===== src/rtl/ppm_pkg.sv =====
// Shared types and constants for the binary PPM (P6) to RGBA stream decoder.
// No dependencies; every other rtl file refers to this package by scoped names.
`default_nettype none

package ppm_pkg;

    // Field widths
    localparam int unsigned ByteW  = 8;
    localparam int unsigned DimW   = 25;
    localparam int unsigned AreaW  = 2 * DimW;
    localparam int unsigned MaxvW  = 16;
    localparam int unsigned IdxW   = 24;
    localparam int unsigned KindW  = 2;
    localparam int unsigned ErrW   = 3;
    localparam int unsigned NumIdxW = 2;

    // Default limit on width*height
    localparam int unsigned MAX_PIXELS_DEF = 16777216;

    // Saturation value of the decimal accumulators
    localparam logic [DimW-1:0] AccMax = {DimW{1'b1}};

    // Result kinds
    localparam logic [KindW-1:0] KIND_HEADER = 2'd0;
    localparam logic [KindW-1:0] KIND_PIXEL  = 2'd1;
    localparam logic [KindW-1:0] KIND_ERROR  = 2'd2;

    // Error codes
    localparam logic [ErrW-1:0] ERR_NONE      = 3'd0;
    localparam logic [ErrW-1:0] ERR_MAGIC     = 3'd1;
    localparam logic [ErrW-1:0] ERR_NUMBER    = 3'd2;
    localparam logic [ErrW-1:0] ERR_NO_SPACE  = 3'd3;
    localparam logic [ErrW-1:0] ERR_TOO_LARGE = 3'd4;

    // Header number being parsed
    localparam logic [NumIdxW-1:0] NUM_WIDTH  = 2'd0;
    localparam logic [NumIdxW-1:0] NUM_HEIGHT = 2'd1;
    localparam logic [NumIdxW-1:0] NUM_MAXVAL = 2'd2;

    localparam logic [ByteW-1:0] ALPHA_OPAQUE = 8'hFF;

    // One input request
    typedef struct packed {
        logic [ByteW-1:0] data_byte;
        logic             start_image;
    } t_in;

    // One result
    typedef struct packed {
        logic [KindW-1:0] kind;
        logic [DimW-1:0]  image_width;
        logic [DimW-1:0]  image_height;
        logic [MaxvW-1:0] max_value;
        logic [ByteW-1:0] red;
        logic [ByteW-1:0] green;
        logic [ByteW-1:0] blue;
        logic [ByteW-1:0] alpha;
        logic [IdxW-1:0]  dest_index;
        logic             last_pixel;
        logic [ErrW-1:0]  error_code;
    } t_out;

    // Start-of-pixels load from the header parser to the pixel unit
    typedef struct packed {
        logic            load;
        logic            two_byte;
        logic [DimW-1:0] width;
        logic [IdxW-1:0] row_base;
    } t_pix_load;

endpackage

`default_nettype wire


===== src/rtl/ppm_p6_to_rgba_stream.sv =====
// Binary PPM (P6) decoder, one file byte per request, RGBA pixels out.
// Input channel: i_in_valid / o_in_ready carry data_byte and start_image; a
// request with start_image set begins a new file and restarts the parser.
// Output channel: o_out_valid / i_out_ready carry one result: a header
// (width, height, maxval), a pixel (RGBA, alpha 255, vertically flipped
// destination index) or an error code. After an error or the last pixel
// further bytes give nothing until the next start_image.
// Throughput: one byte per cycle while o_in_ready is high. Each byte passes through the
// parser and pixel logic in one step into the result register, so a result
// shows on o_out_valid in the cycle after its byte is taken.
// Stall: o_in_ready is high while the result register is empty or its result
// is taken in the same cycle; a receiver stall therefore holds the input only
// while a result is waiting.
// Reset (i_rst_n low, synchronous): the parser expects the magic 'P' and the
// result register is emptied. width*height comes from a registered multiplier
// that settles while maxval is being read.
// Depends on ppm_pkg, ppm_dim_mul, ppm_hdr and ppm_pix.
`default_nettype none

module ppm_p6_to_rgba_stream #(
    parameter int unsigned MAX_PIXELS = ppm_pkg::MAX_PIXELS_DEF
) (
    input  wire logic          i_clk,
    input  wire logic          i_rst_n,
    input  wire logic          i_in_valid,
    output logic               o_in_ready,
    input  wire ppm_pkg::t_in  i_in_data,
    output logic               o_out_valid,
    input  wire logic          i_out_ready,
    output ppm_pkg::t_out      o_out_data
);

    localparam int unsigned PixW = $clog2(MAX_PIXELS + 1);

    logic                       v_take;
    logic [ppm_pkg::DimW-1:0]   w_width;
    logic [ppm_pkg::DimW-1:0]   w_height;
    logic [ppm_pkg::AreaW-1:0]  w_area;
    logic                       w_pix_step;
    logic                       w_pix_done;
    ppm_pkg::t_pix_load         w_load;
    logic [PixW-1:0]            w_load_count;
    logic                       w_hdr_valid;
    ppm_pkg::t_out              w_hdr_res;
    logic                       w_pix_valid;
    ppm_pkg::t_out              w_pix_res;

    logic                       r_out_valid, n_out_valid;
    ppm_pkg::t_out              r_out_data, n_out_data;

    assign o_in_ready = !r_out_valid || i_out_ready;
    assign v_take     = i_in_valid && o_in_ready;

    ppm_dim_mul u_dim_mul (
        .i_clk    (i_clk),
        .i_width  (w_width),
        .i_height (w_height),
        .o_area   (w_area)
    );

    ppm_hdr #(
        .MAX_PIXELS (MAX_PIXELS)
    ) u_hdr (
        .i_clk        (i_clk),
        .i_rst_n      (i_rst_n),
        .i_take       (v_take),
        .i_in         (i_in_data),
        .i_area       (w_area),
        .i_pix_done   (w_pix_done),
        .o_width      (w_width),
        .o_height     (w_height),
        .o_pix_step   (w_pix_step),
        .o_load       (w_load),
        .o_load_count (w_load_count),
        .o_res_valid  (w_hdr_valid),
        .o_res        (w_hdr_res)
    );

    ppm_pix #(
        .MAX_PIXELS (MAX_PIXELS)
    ) u_pix (
        .i_clk        (i_clk),
        .i_rst_n      (i_rst_n),
        .i_step       (w_pix_step),
        .i_byte       (i_in_data.data_byte),
        .i_load       (w_load),
        .i_load_count (w_load_count),
        .o_done       (w_pix_done),
        .o_res_valid  (w_pix_valid),
        .o_res        (w_pix_res)
    );

    // Load the result register on a producing request, drop it when taken
    always_comb begin
        n_out_data = r_out_data;
        if (v_take) begin
            n_out_valid = w_hdr_valid || w_pix_valid;
            n_out_data  = w_pix_valid ? w_pix_res : w_hdr_res;
        end else begin
            n_out_valid = r_out_valid && !i_out_ready;
        end
    end

    always_ff @(posedge i_clk) begin
        if (!i_rst_n) begin
            r_out_valid <= 1'b0;
        end else begin
            r_out_valid <= n_out_valid;
        end
    end

    always_ff @(posedge i_clk) begin
        r_out_data <= n_out_data;
    end

    assign o_out_valid = r_out_valid;
    assign o_out_data  = r_out_data;

endmodule

`default_nettype wire


===== src/rtl/ppm_dim_mul.sv =====
// Registered width*height product used by the header check.
// Depends on ppm_pkg for field widths.
`default_nettype none

module ppm_dim_mul (
    input  wire logic                       i_clk,
    input  wire logic [ppm_pkg::DimW-1:0]   i_width,
    input  wire logic [ppm_pkg::DimW-1:0]   i_height,
    output logic      [ppm_pkg::AreaW-1:0]  o_area
);

    logic [ppm_pkg::AreaW-1:0] r_area;
    logic [ppm_pkg::AreaW-1:0] n_area;

    // Multiply the held dimensions; maxval parsing leaves time for this to settle
    always_comb begin
        n_area = ppm_pkg::AreaW'(i_width) * ppm_pkg::AreaW'(i_height);
    end

    always_ff @(posedge i_clk) begin
        r_area <= n_area;
    end

    assign o_area = r_area;

endmodule

`default_nettype wire


===== src/rtl/ppm_hdr.sv =====
// Header parser: magic, width, height, maxval, and the header or error result.
// Depends on ppm_pkg; takes the registered area from ppm_dim_mul.
`default_nettype none

module ppm_hdr #(
    parameter int unsigned MAX_PIXELS = ppm_pkg::MAX_PIXELS_DEF,
    localparam int unsigned PixW = $clog2(MAX_PIXELS + 1)
) (
    input  wire logic                       i_clk,
    input  wire logic                       i_rst_n,
    input  wire logic                       i_take,
    input  wire ppm_pkg::t_in               i_in,
    input  wire logic [ppm_pkg::AreaW-1:0]  i_area,
    input  wire logic                       i_pix_done,
    output logic      [ppm_pkg::DimW-1:0]   o_width,
    output logic      [ppm_pkg::DimW-1:0]   o_height,
    output logic                            o_pix_step,
    output ppm_pkg::t_pix_load              o_load,
    output logic      [PixW-1:0]            o_load_count,
    output logic                            o_res_valid,
    output ppm_pkg::t_out                   o_res
);

    localparam logic [7:0] CH_P     = 8'h50;
    localparam logic [7:0] CH_SIX   = 8'h36;
    localparam logic [7:0] CH_HASH  = 8'h23;
    localparam logic [7:0] CH_LF    = 8'h0A;
    localparam logic [7:0] CH_CR    = 8'h0D;
    localparam logic [7:0] CH_TAB   = 8'h09;
    localparam logic [7:0] CH_SPACE = 8'h20;
    localparam logic [7:0] CH_ZERO  = 8'h30;
    localparam logic [7:0] CH_NINE  = 8'h39;
    localparam int unsigned AccSumW = ppm_pkg::DimW + 4;

    typedef enum logic [7:0] {
        PH_P       = 8'b0000_0001,
        PH_SIX     = 8'b0000_0010,
        PH_GAP     = 8'b0000_0100,
        PH_COMMENT = 8'b0000_1000,
        PH_POST    = 8'b0001_0000,
        PH_DIGITS  = 8'b0010_0000,
        PH_PIXELS  = 8'b0100_0000,
        PH_HALT    = 8'b1000_0000
    } t_phase;

    function automatic ppm_pkg::t_out err_result(input logic [ppm_pkg::ErrW-1:0] code);
        ppm_pkg::t_out res;
        res            = '0;
        res.kind       = ppm_pkg::KIND_ERROR;
        res.error_code = code;
        return res;
    endfunction

    t_phase                          r_phase, n_phase;
    logic [ppm_pkg::NumIdxW-1:0]     r_num_idx, n_num_idx;
    logic [ppm_pkg::DimW-1:0]        r_acc, n_acc;
    logic [ppm_pkg::DimW-1:0]        r_width, n_width;
    logic [ppm_pkg::DimW-1:0]        r_height, n_height;

    t_phase                          v_phase;
    logic [7:0]                      v_byte;
    logic                            v_space;
    logic                            v_digit;
    logic [3:0]                      v_dval;
    logic [AccSumW-1:0]              v_acc_sum;
    logic [ppm_pkg::DimW-1:0]        v_acc_sat;
    logic                            v_gap_ok;

    // Decode the byte class and the saturating decimal step
    always_comb begin
        v_byte    = i_in.data_byte;
        v_space   = (v_byte == CH_SPACE) || (v_byte == CH_TAB) ||
                    (v_byte == CH_LF) || (v_byte == CH_CR);
        v_digit   = (v_byte >= CH_ZERO) && (v_byte <= CH_NINE);
        v_dval    = 4'(v_byte - CH_ZERO);
        v_acc_sum = AccSumW'({r_acc, 3'b000}) + AccSumW'({r_acc, 1'b0}) + AccSumW'(v_dval);
        v_acc_sat = (v_acc_sum > AccSumW'(ppm_pkg::AccMax)) ? ppm_pkg::AccMax
                                                            : v_acc_sum[ppm_pkg::DimW-1:0];
        v_phase   = i_in.start_image ? PH_P : r_phase;
        v_gap_ok  = v_space || (v_byte == CH_HASH);
    end

    // Advance the header state and build the header or error result
    always_comb begin
        n_phase      = r_phase;
        n_num_idx    = r_num_idx;
        n_acc        = r_acc;
        n_width      = r_width;
        n_height     = r_height;
        o_res_valid  = 1'b0;
        o_res        = '0;
        o_load       = '0;
        o_load_count = i_area[PixW-1:0];
        o_pix_step   = i_take && (v_phase == PH_PIXELS);

        if (i_take) begin
            case (v_phase)
                PH_P: begin
                    if (v_byte == CH_P) begin
                        n_phase = PH_SIX;
                    end else begin
                        n_phase     = PH_HALT;
                        o_res_valid = 1'b1;
                        o_res       = err_result(ppm_pkg::ERR_MAGIC);
                    end
                end
                PH_SIX: begin
                    if (v_byte == CH_SIX) begin
                        n_phase   = PH_GAP;
                        n_num_idx = ppm_pkg::NUM_WIDTH;
                    end else begin
                        n_phase     = PH_HALT;
                        o_res_valid = 1'b1;
                        o_res       = err_result(ppm_pkg::ERR_MAGIC);
                    end
                end
                PH_COMMENT: begin
                    if (v_byte == CH_LF || v_byte == CH_CR) begin
                        n_phase = PH_POST;
                    end
                end
                PH_GAP, PH_POST: begin
                    if (v_space) begin
                        n_phase = v_phase;
                    end else if (v_phase == PH_GAP && v_byte == CH_HASH) begin
                        n_phase = PH_COMMENT;
                    end else if (v_digit) begin
                        n_acc   = ppm_pkg::DimW'(v_dval);
                        n_phase = PH_DIGITS;
                    end else begin
                        n_phase     = PH_HALT;
                        o_res_valid = 1'b1;
                        o_res       = err_result(ppm_pkg::ERR_NUMBER);
                    end
                end
                PH_DIGITS: begin
                    if (v_digit) begin
                        n_acc = v_acc_sat;
                    end else if (r_num_idx == ppm_pkg::NUM_WIDTH ||
                                 r_num_idx == ppm_pkg::NUM_HEIGHT) begin
                        // Close width or height and open the next gap
                        if (r_num_idx == ppm_pkg::NUM_WIDTH) begin
                            n_width = r_acc;
                        end else begin
                            n_height = r_acc;
                        end
                        n_num_idx = r_num_idx + 1'b1;
                        if (v_gap_ok) begin
                            n_phase = v_space ? PH_GAP : PH_COMMENT;
                        end else begin
                            n_phase     = PH_HALT;
                            o_res_valid = 1'b1;
                            o_res       = err_result(ppm_pkg::ERR_NUMBER);
                        end
                    end else if (!v_space) begin
                        n_phase     = PH_HALT;
                        o_res_valid = 1'b1;
                        o_res       = err_result(ppm_pkg::ERR_NO_SPACE);
                    end else if (i_area > ppm_pkg::AreaW'(MAX_PIXELS)) begin
                        n_phase     = PH_HALT;
                        o_res_valid = 1'b1;
                        o_res       = err_result(ppm_pkg::ERR_TOO_LARGE);
                    end else begin
                        // Header accepted: load the pixel unit
                        n_phase            = (i_area != '0) ? PH_PIXELS : PH_HALT;
                        o_res_valid        = 1'b1;
                        o_res.kind         = ppm_pkg::KIND_HEADER;
                        o_res.image_width  = r_width;
                        o_res.image_height = r_height;
                        o_res.max_value    = (r_acc > ppm_pkg::DimW'(16'hFFFF)) ?
                                             16'hFFFF : r_acc[ppm_pkg::MaxvW-1:0];
                        o_res.last_pixel   = (i_area == '0);
                        o_load.load        = 1'b1;
                        o_load.two_byte    = (r_acc > ppm_pkg::DimW'(8'hFF));
                        o_load.width       = r_width;
                        o_load.row_base    = (r_height == '0) ? '0 :
                                             i_area[ppm_pkg::IdxW-1:0] -
                                             r_width[ppm_pkg::IdxW-1:0];
                    end
                end
                PH_PIXELS: begin
                    if (i_pix_done) begin
                        n_phase = PH_HALT;
                    end
                end
                PH_HALT: begin
                    n_phase = PH_HALT;
                end
                default: begin
                    n_phase = PH_HALT;
                end
            endcase
        end
    end

    always_ff @(posedge i_clk) begin
        if (!i_rst_n) begin
            r_phase   <= PH_P;
            r_num_idx <= ppm_pkg::NUM_WIDTH;
        end else begin
            r_phase   <= n_phase;
            r_num_idx <= n_num_idx;
        end
    end

    // Hold number payloads
    always_ff @(posedge i_clk) begin
        r_acc    <= n_acc;
        r_width  <= n_width;
        r_height <= n_height;
    end

    assign o_width  = r_width;
    assign o_height = r_height;

endmodule

`default_nettype wire


===== src/rtl/ppm_pix.sv =====
// Pixel unit: groups sample bytes into RGBA pixels with a flipped destination index.
// Depends on ppm_pkg; loaded by ppm_hdr when a header is accepted.
`default_nettype none

module ppm_pix #(
    parameter int unsigned MAX_PIXELS = ppm_pkg::MAX_PIXELS_DEF,
    localparam int unsigned PixW = $clog2(MAX_PIXELS + 1)
) (
    input  wire logic                     i_clk,
    input  wire logic                     i_rst_n,
    input  wire logic                     i_step,
    input  wire logic [ppm_pkg::ByteW-1:0] i_byte,
    input  wire ppm_pkg::t_pix_load       i_load,
    input  wire logic [PixW-1:0]          i_load_count,
    output logic                          o_done,
    output logic                          o_res_valid,
    output ppm_pkg::t_out                 o_res
);

    logic [2:0]               r_pos, n_pos;
    logic                     r_two, n_two;
    logic [ppm_pkg::ByteW-1:0] r_red, n_red;
    logic [ppm_pkg::ByteW-1:0] r_green, n_green;
    logic [ppm_pkg::DimW-1:0] r_col, n_col;
    logic [ppm_pkg::DimW-1:0] r_width, n_width;
    logic [ppm_pkg::IdxW-1:0] r_row_base, n_row_base;
    logic [PixW-1:0]          r_left, n_left;

    logic [2:0]               v_mid, v_end, v_span, v_pos1;
    logic [PixW-1:0]          v_left_dec;
    logic [ppm_pkg::DimW-1:0] v_col1;
    logic                     v_emit;

    // Place the byte in the pixel and step the raster counters
    always_comb begin
        v_mid      = r_two ? 3'd2 : 3'd1;
        v_end      = r_two ? 3'd4 : 3'd2;
        v_span     = r_two ? 3'd6 : 3'd3;
        v_pos1     = r_pos + 3'd1;
        v_emit     = i_step && (r_pos == v_end);
        v_left_dec = (r_left != '0) ? r_left - 1'b1 : r_left;
        v_col1     = r_col + 1'b1;

        n_pos      = r_pos;
        n_two      = r_two;
        n_red      = r_red;
        n_green    = r_green;
        n_col      = r_col;
        n_width    = r_width;
        n_row_base = r_row_base;
        n_left     = r_left;

        o_res_valid = v_emit;
        o_done      = v_emit && (v_left_dec == '0);
        o_res       = '0;

        if (i_load.load) begin
            n_pos      = '0;
            n_two      = i_load.two_byte;
            n_col      = '0;
            n_width    = i_load.width;
            n_row_base = i_load.row_base;
            n_left     = i_load_count;
        end else if (i_step) begin
            n_pos = (v_pos1 >= v_span) ? 3'd0 : v_pos1;
            if (r_pos == 3'd0) begin
                n_red = i_byte;
            end
            if (r_pos == v_mid) begin
                n_green = i_byte;
            end
            if (v_emit) begin
                n_left = v_left_dec;
                if (v_col1 >= r_width) begin
                    n_col      = '0;
                    n_row_base = (r_row_base >= r_width[ppm_pkg::IdxW-1:0] &&
                                  r_width[ppm_pkg::DimW-1] == 1'b0) ?
                                 r_row_base - r_width[ppm_pkg::IdxW-1:0] : '0;
                end else begin
                    n_col = v_col1;
                end
            end
        end

        if (v_emit) begin
            o_res.kind       = ppm_pkg::KIND_PIXEL;
            o_res.red        = r_red;
            o_res.green      = r_green;
            o_res.blue       = i_byte;
            o_res.alpha      = ppm_pkg::ALPHA_OPAQUE;
            o_res.dest_index = r_row_base + r_col[ppm_pkg::IdxW-1:0];
            o_res.last_pixel = (v_left_dec == '0);
        end
    end

    always_ff @(posedge i_clk) begin
        if (!i_rst_n) begin
            r_pos  <= '0;
            r_left <= '0;
        end else begin
            r_pos  <= n_pos;
            r_left <= n_left;
        end
    end

    // Hold pixel payload and raster position
    always_ff @(posedge i_clk) begin
        r_two      <= n_two;
        r_red      <= n_red;
        r_green    <= n_green;
        r_col      <= n_col;
        r_width    <= n_width;
        r_row_base <= n_row_base;
    end

endmodule

`default_nettype wire


===== config.mk =====
export PLATFORM = sky130hd
export DESIGN_NAME = ppm_p6_to_rgba_stream
export DESIGN_NICKNAME = d
export VERILOG_FILES = /design/src/rtl/ppm_pkg.sv /design/src/rtl/ppm_p6_to_rgba_stream.sv /design/src/rtl/ppm_dim_mul.sv /design/src/rtl/ppm_hdr.sv /design/src/rtl/ppm_pix.sv
export SDC_FILE = /design/constraint.sdc
export NUM_CORES = 2
export LEC_CHECK = 0
export BUFFER_PORTS_ARGS = -buffer_cell sky130_fd_sc_hd__buf_2
export CAP_MARGIN = 5
export CORE_MARGIN = 2
export CORE_UTILIZATION = 50
export CTS_BUF_LIST = sky130_fd_sc_hd__clkbuf_2
export CTS_CLUSTER_DIAMETER = 60
export DETAILED_ROUTE_END_ITERATION = 7
export GPL_TIMING_DRIVEN = 0
export PLACE_DENSITY = 0.66
export SKIP_LAST_GASP = 1
export SLEW_MARGIN = 20
export SYNTH_ARGS = -nofsm -noshare
export SYNTH_HDL_FRONTEND = slang
export SYNTH_SLANG_ARGS = --single-unit
export TNS_END_PERCENT = 20

===== constraint.sdc =====
create_clock -name i_clk -period 15.2 [get_ports i_clk]
set_input_delay 3.04 -clock i_clk [delete_from_list [all_inputs] [get_ports i_clk]]
set_output_delay 3.04 -clock i_clk [all_outputs]
set_load 0.02 [all_outputs]

==> impl_metrics.toml <==
[run_status]
outcome = "finished, final reports clean"

[floorplanning]
ioPinCount = 143
die_w_um = 288
core_area_sq_um = 80200
initial_core_util_pct = 50.3
fp.dieArea_sq_um = 82900
die_h_um = 288
num_rows = 104

[critical_path]
worst_ep_arrival_time_ps = 9810
critPathMaxFanout = 10
critPathMaxStageDelay_ps = 810
start_kind = "register"
critPathBufInv = 7
crit_path_end_kind = "register"
slowest_stage = "edfxtp_1"
crit_start = "u_hdr.o_height[9]$_DFFE_PP_"
worstSetupPathType = "register to register"
rr_startpoint = "u_hdr.o_height[9]$_DFFE_PP_"
worst_path_most_repeated_cell = "fa_1"
required_ps = 16280
crit_family = "adder cells"
r2r_setup_slack_ps = 6470

[yosys]
syn_nets = 5113
syn_area_sq_um = 40300
synthArstFlopShare_pct = 0
synth_cell_type_count = 79
synth_seq_cells = 375
yosys-top-cells-area = "fa_1 (26%), edfxtp_1 (19%), ha_1 (11%)"
synth_cells = 4230
syn_area_per_cell_sq_um = 9.53
ys_warn_count = 0
yosysTopAreaCellShare_pct = 26.4
synth_common_cells = "inv_1 (700), fa_1 (531), nand2_1 (418), and2_1 (382), ha_1 (339)"
yosysMostFrequentCell = "inv_1"
synth-main-ff-cell = "edfxtp_1"
yosysTopAreaCell = "fa_1"
synth_edf_count = 261
ys_seq_area_share_pct = 25.1

[timing]
finalWorstPathRequiredPeriod_ps = 8730
fin_ws_ps = 6470
setup_viol = 0
finClkSkew_ps = 195
hold_slack_ps = 454
worst_pin_slew_ps = 1100
finalHoldViolCount = 0
rsz0062_at_grt = "false"
period_share_pct = 57.5
report.final.slew_viol_count = 0
max-slew-margin-rel_pct = 26.3
tns_ps = 0
max_freq_mhz = 115

[layout]
fin_util_pct = 54.1
drive_above_1_share_pct = 7.49
nFillCells = 7574
syn_to_final_growth_pct = 7.58
layout.nets = 5362

[clock_network]
cts_setup_buffers = 0
clockBufferDepth = 3
clk_transition_reported_paths_ps = 120
cts_tree = "yes"
htreeDepth = 3
clock_sinks = 375
clock_latency_ps = 1260
cts.repair.resized = 0
cts_buffers = 97
holdBufCountCts = 0
cts_root_buf = "clkbuf_2"

[place]
gp_congestion = 1.01
place_ws_ps = 6460
port_buffers = 141
dpl.hpwl_mm = 96.5

[grt]
grt_pass1_vias = 31511
grtUsageTotal_pct = 29.8
grt_max_degree = 74
grt_first_pass_wirelength_mm = 185
gr-total-overflow = 0
antenna_found_initial = 12

[detailed_routing]
ant_nets = 0
drt_wl_total_mm = 122
drc = 0
via_per_inst = 5.61
drt-initial-drc-count = 2542
dr.pass1.iters = 6
via_count = 31508
wire_per_inst_um = 21.7

[hold_path]
hp-start = "u_pix.r_green[4]$_DFFE_PP_"
hold_path_class = "register to register"

[power_and_ir_drop]
vdd_drop_max_uv = 56.3
p_per_area_nw_per_um2 = 43.5
p_leak_nw = 21.4

[job]
cap_violations = 0
==> worst register-to-register path, delay by kind of cell, from the launching register on <==
family | cells | cell delay, ps
flip-flops | 1 | 810
adder cells (fa/ha/maj) | 8 | 3760
AND/OR/NAND/NOR | 2 | 430
XOR/XNOR | 1 | 140
buffers and inverters | 7 | 1090
AO/OA/AOI/OAI | 8 | 2470
==> report_power, final <==
part           switching, W  leakage, nW  internal (W)
combinational     0.0000471         17.6     0.0000188
clock              0.000451        0.669      0.000267
sequential       0.00000485         3.15       0.00110
==> state kept, by name, indices dropped and copies added, names as in the netlist <==
signal and cells:
u_pix.r_row_base 24, u_hdr.o_height 25, u_dim_mul.o_area 50, u_hdr.r_phase 8
u_hdr.r_num_idx 2, u_pix.r_width 25, u_pix.r_pos 3, u_pix.r_col 25
u_pix.r_left 25, o_out_data 120, o_out_valid 1, u_hdr.o_width 25
u_hdr.r_acc 25, u_pix.r_red 8, u_pix.r_green 8, u_pix.r_two 1
==> logic make-up after synthesis <==
kind of cell,after synthesis,share of synthesized area [%]
xor gates and xnor gates,156,3.39
and+or+nand+nor,1345,16.8
adders and majority gates,870,36.9
DFF,375,25.1
muxes,6,0.152
buffers and inverters,879,8.26
AOI/OAI and AO/OA,599,9.41
==> per-stage QoR <==
stage          cells  total power (W)  instance area (sq um)
3_5_place_dp    5440          0.00119                  42500
6_report        5612          0.00189                  43400
5_1_grt         5612          0.00197                  43400
4_1_cts         5610          0.00191                  43400
3_3_place_gp    5431          0.00119                  42400
2_1_floorplan   4230          0.00117                  40300
==> cells in the final DEF (no fill, tap or decap), types with 26 or more instances in the layout <==
master / synthesis / routed
nor2b_1: 36 / 36
a31oi_1: 28 / 28
ha_1: 339 / 339
nor2_1: 224 / 224
dfxtp_1: 114 / 114
buf_2: 0 / 144
nor3_1: 51 / 51
nand3_1: 64 / 64
fa_1: 531 / 531
nor4_1: 31 / 30
nand2_1: 418 / 417
a21o_1: 64 / 64
o21ai_0: 105 / 105
xor2_1: 66 / 66
clkbuf_2: 0 / 136
and2_1: 382 / 382
edfxtp_1: 261 / 261
inv_1: 700 / 700
xnor2_1: 90 / 90
clkbuf_1: 164 / 164
a21oi_1: 196 / 196
o21a_1: 26 / 26
==> layer usage <==
layer | vias up | GRT usage, % | wire length [um]
met5 | - | 0 | 10
met4 | 2 | 14.4 | 6770
met3 | 333 | 6.28 | 10900
met2 | 1419 | 47.2 | 55600
met1 | 15497 | 38.9 | 48700
li1 | 14257 | - | -
==> worst paths after layout <==
path,to,cells after the start
hold reg to reg,o_out_data[48]$_SDFFCE_PN0P_,1
setup reg to reg,u_dim_mul.o_area[46]$_DFF_P_,26
setup / recovery,u_dim_mul.o_area[46]$_DFF_P_,26
hold / removal,o_out_data[48]$_SDFFCE_PN0P_,1
==> final cells by class <==
| type | instances | area (sq um) | share of cell area (%) |
|---|---|---|---|
| diodes | 2 | 5.00 | 0.0115 |
| well taps | 1060 | 1330 | 3.06 |
| repair buffers | 150 | 812 | 1.87 |
| multi-input cells | 2976 | 26900 | 62.0 |
| clock inverters | 34 | 198 | 0.456 |
| inverters | 702 | 2640 | 6.08 |
| clock buffers | 136 | 681 | 1.57 |
| flip-flops and latches | 375 | 10100 | 23.3 |
| plain buffers | 177 | 696 | 1.60 |
No activity file was read; power rests on OpenSTA's default activity.
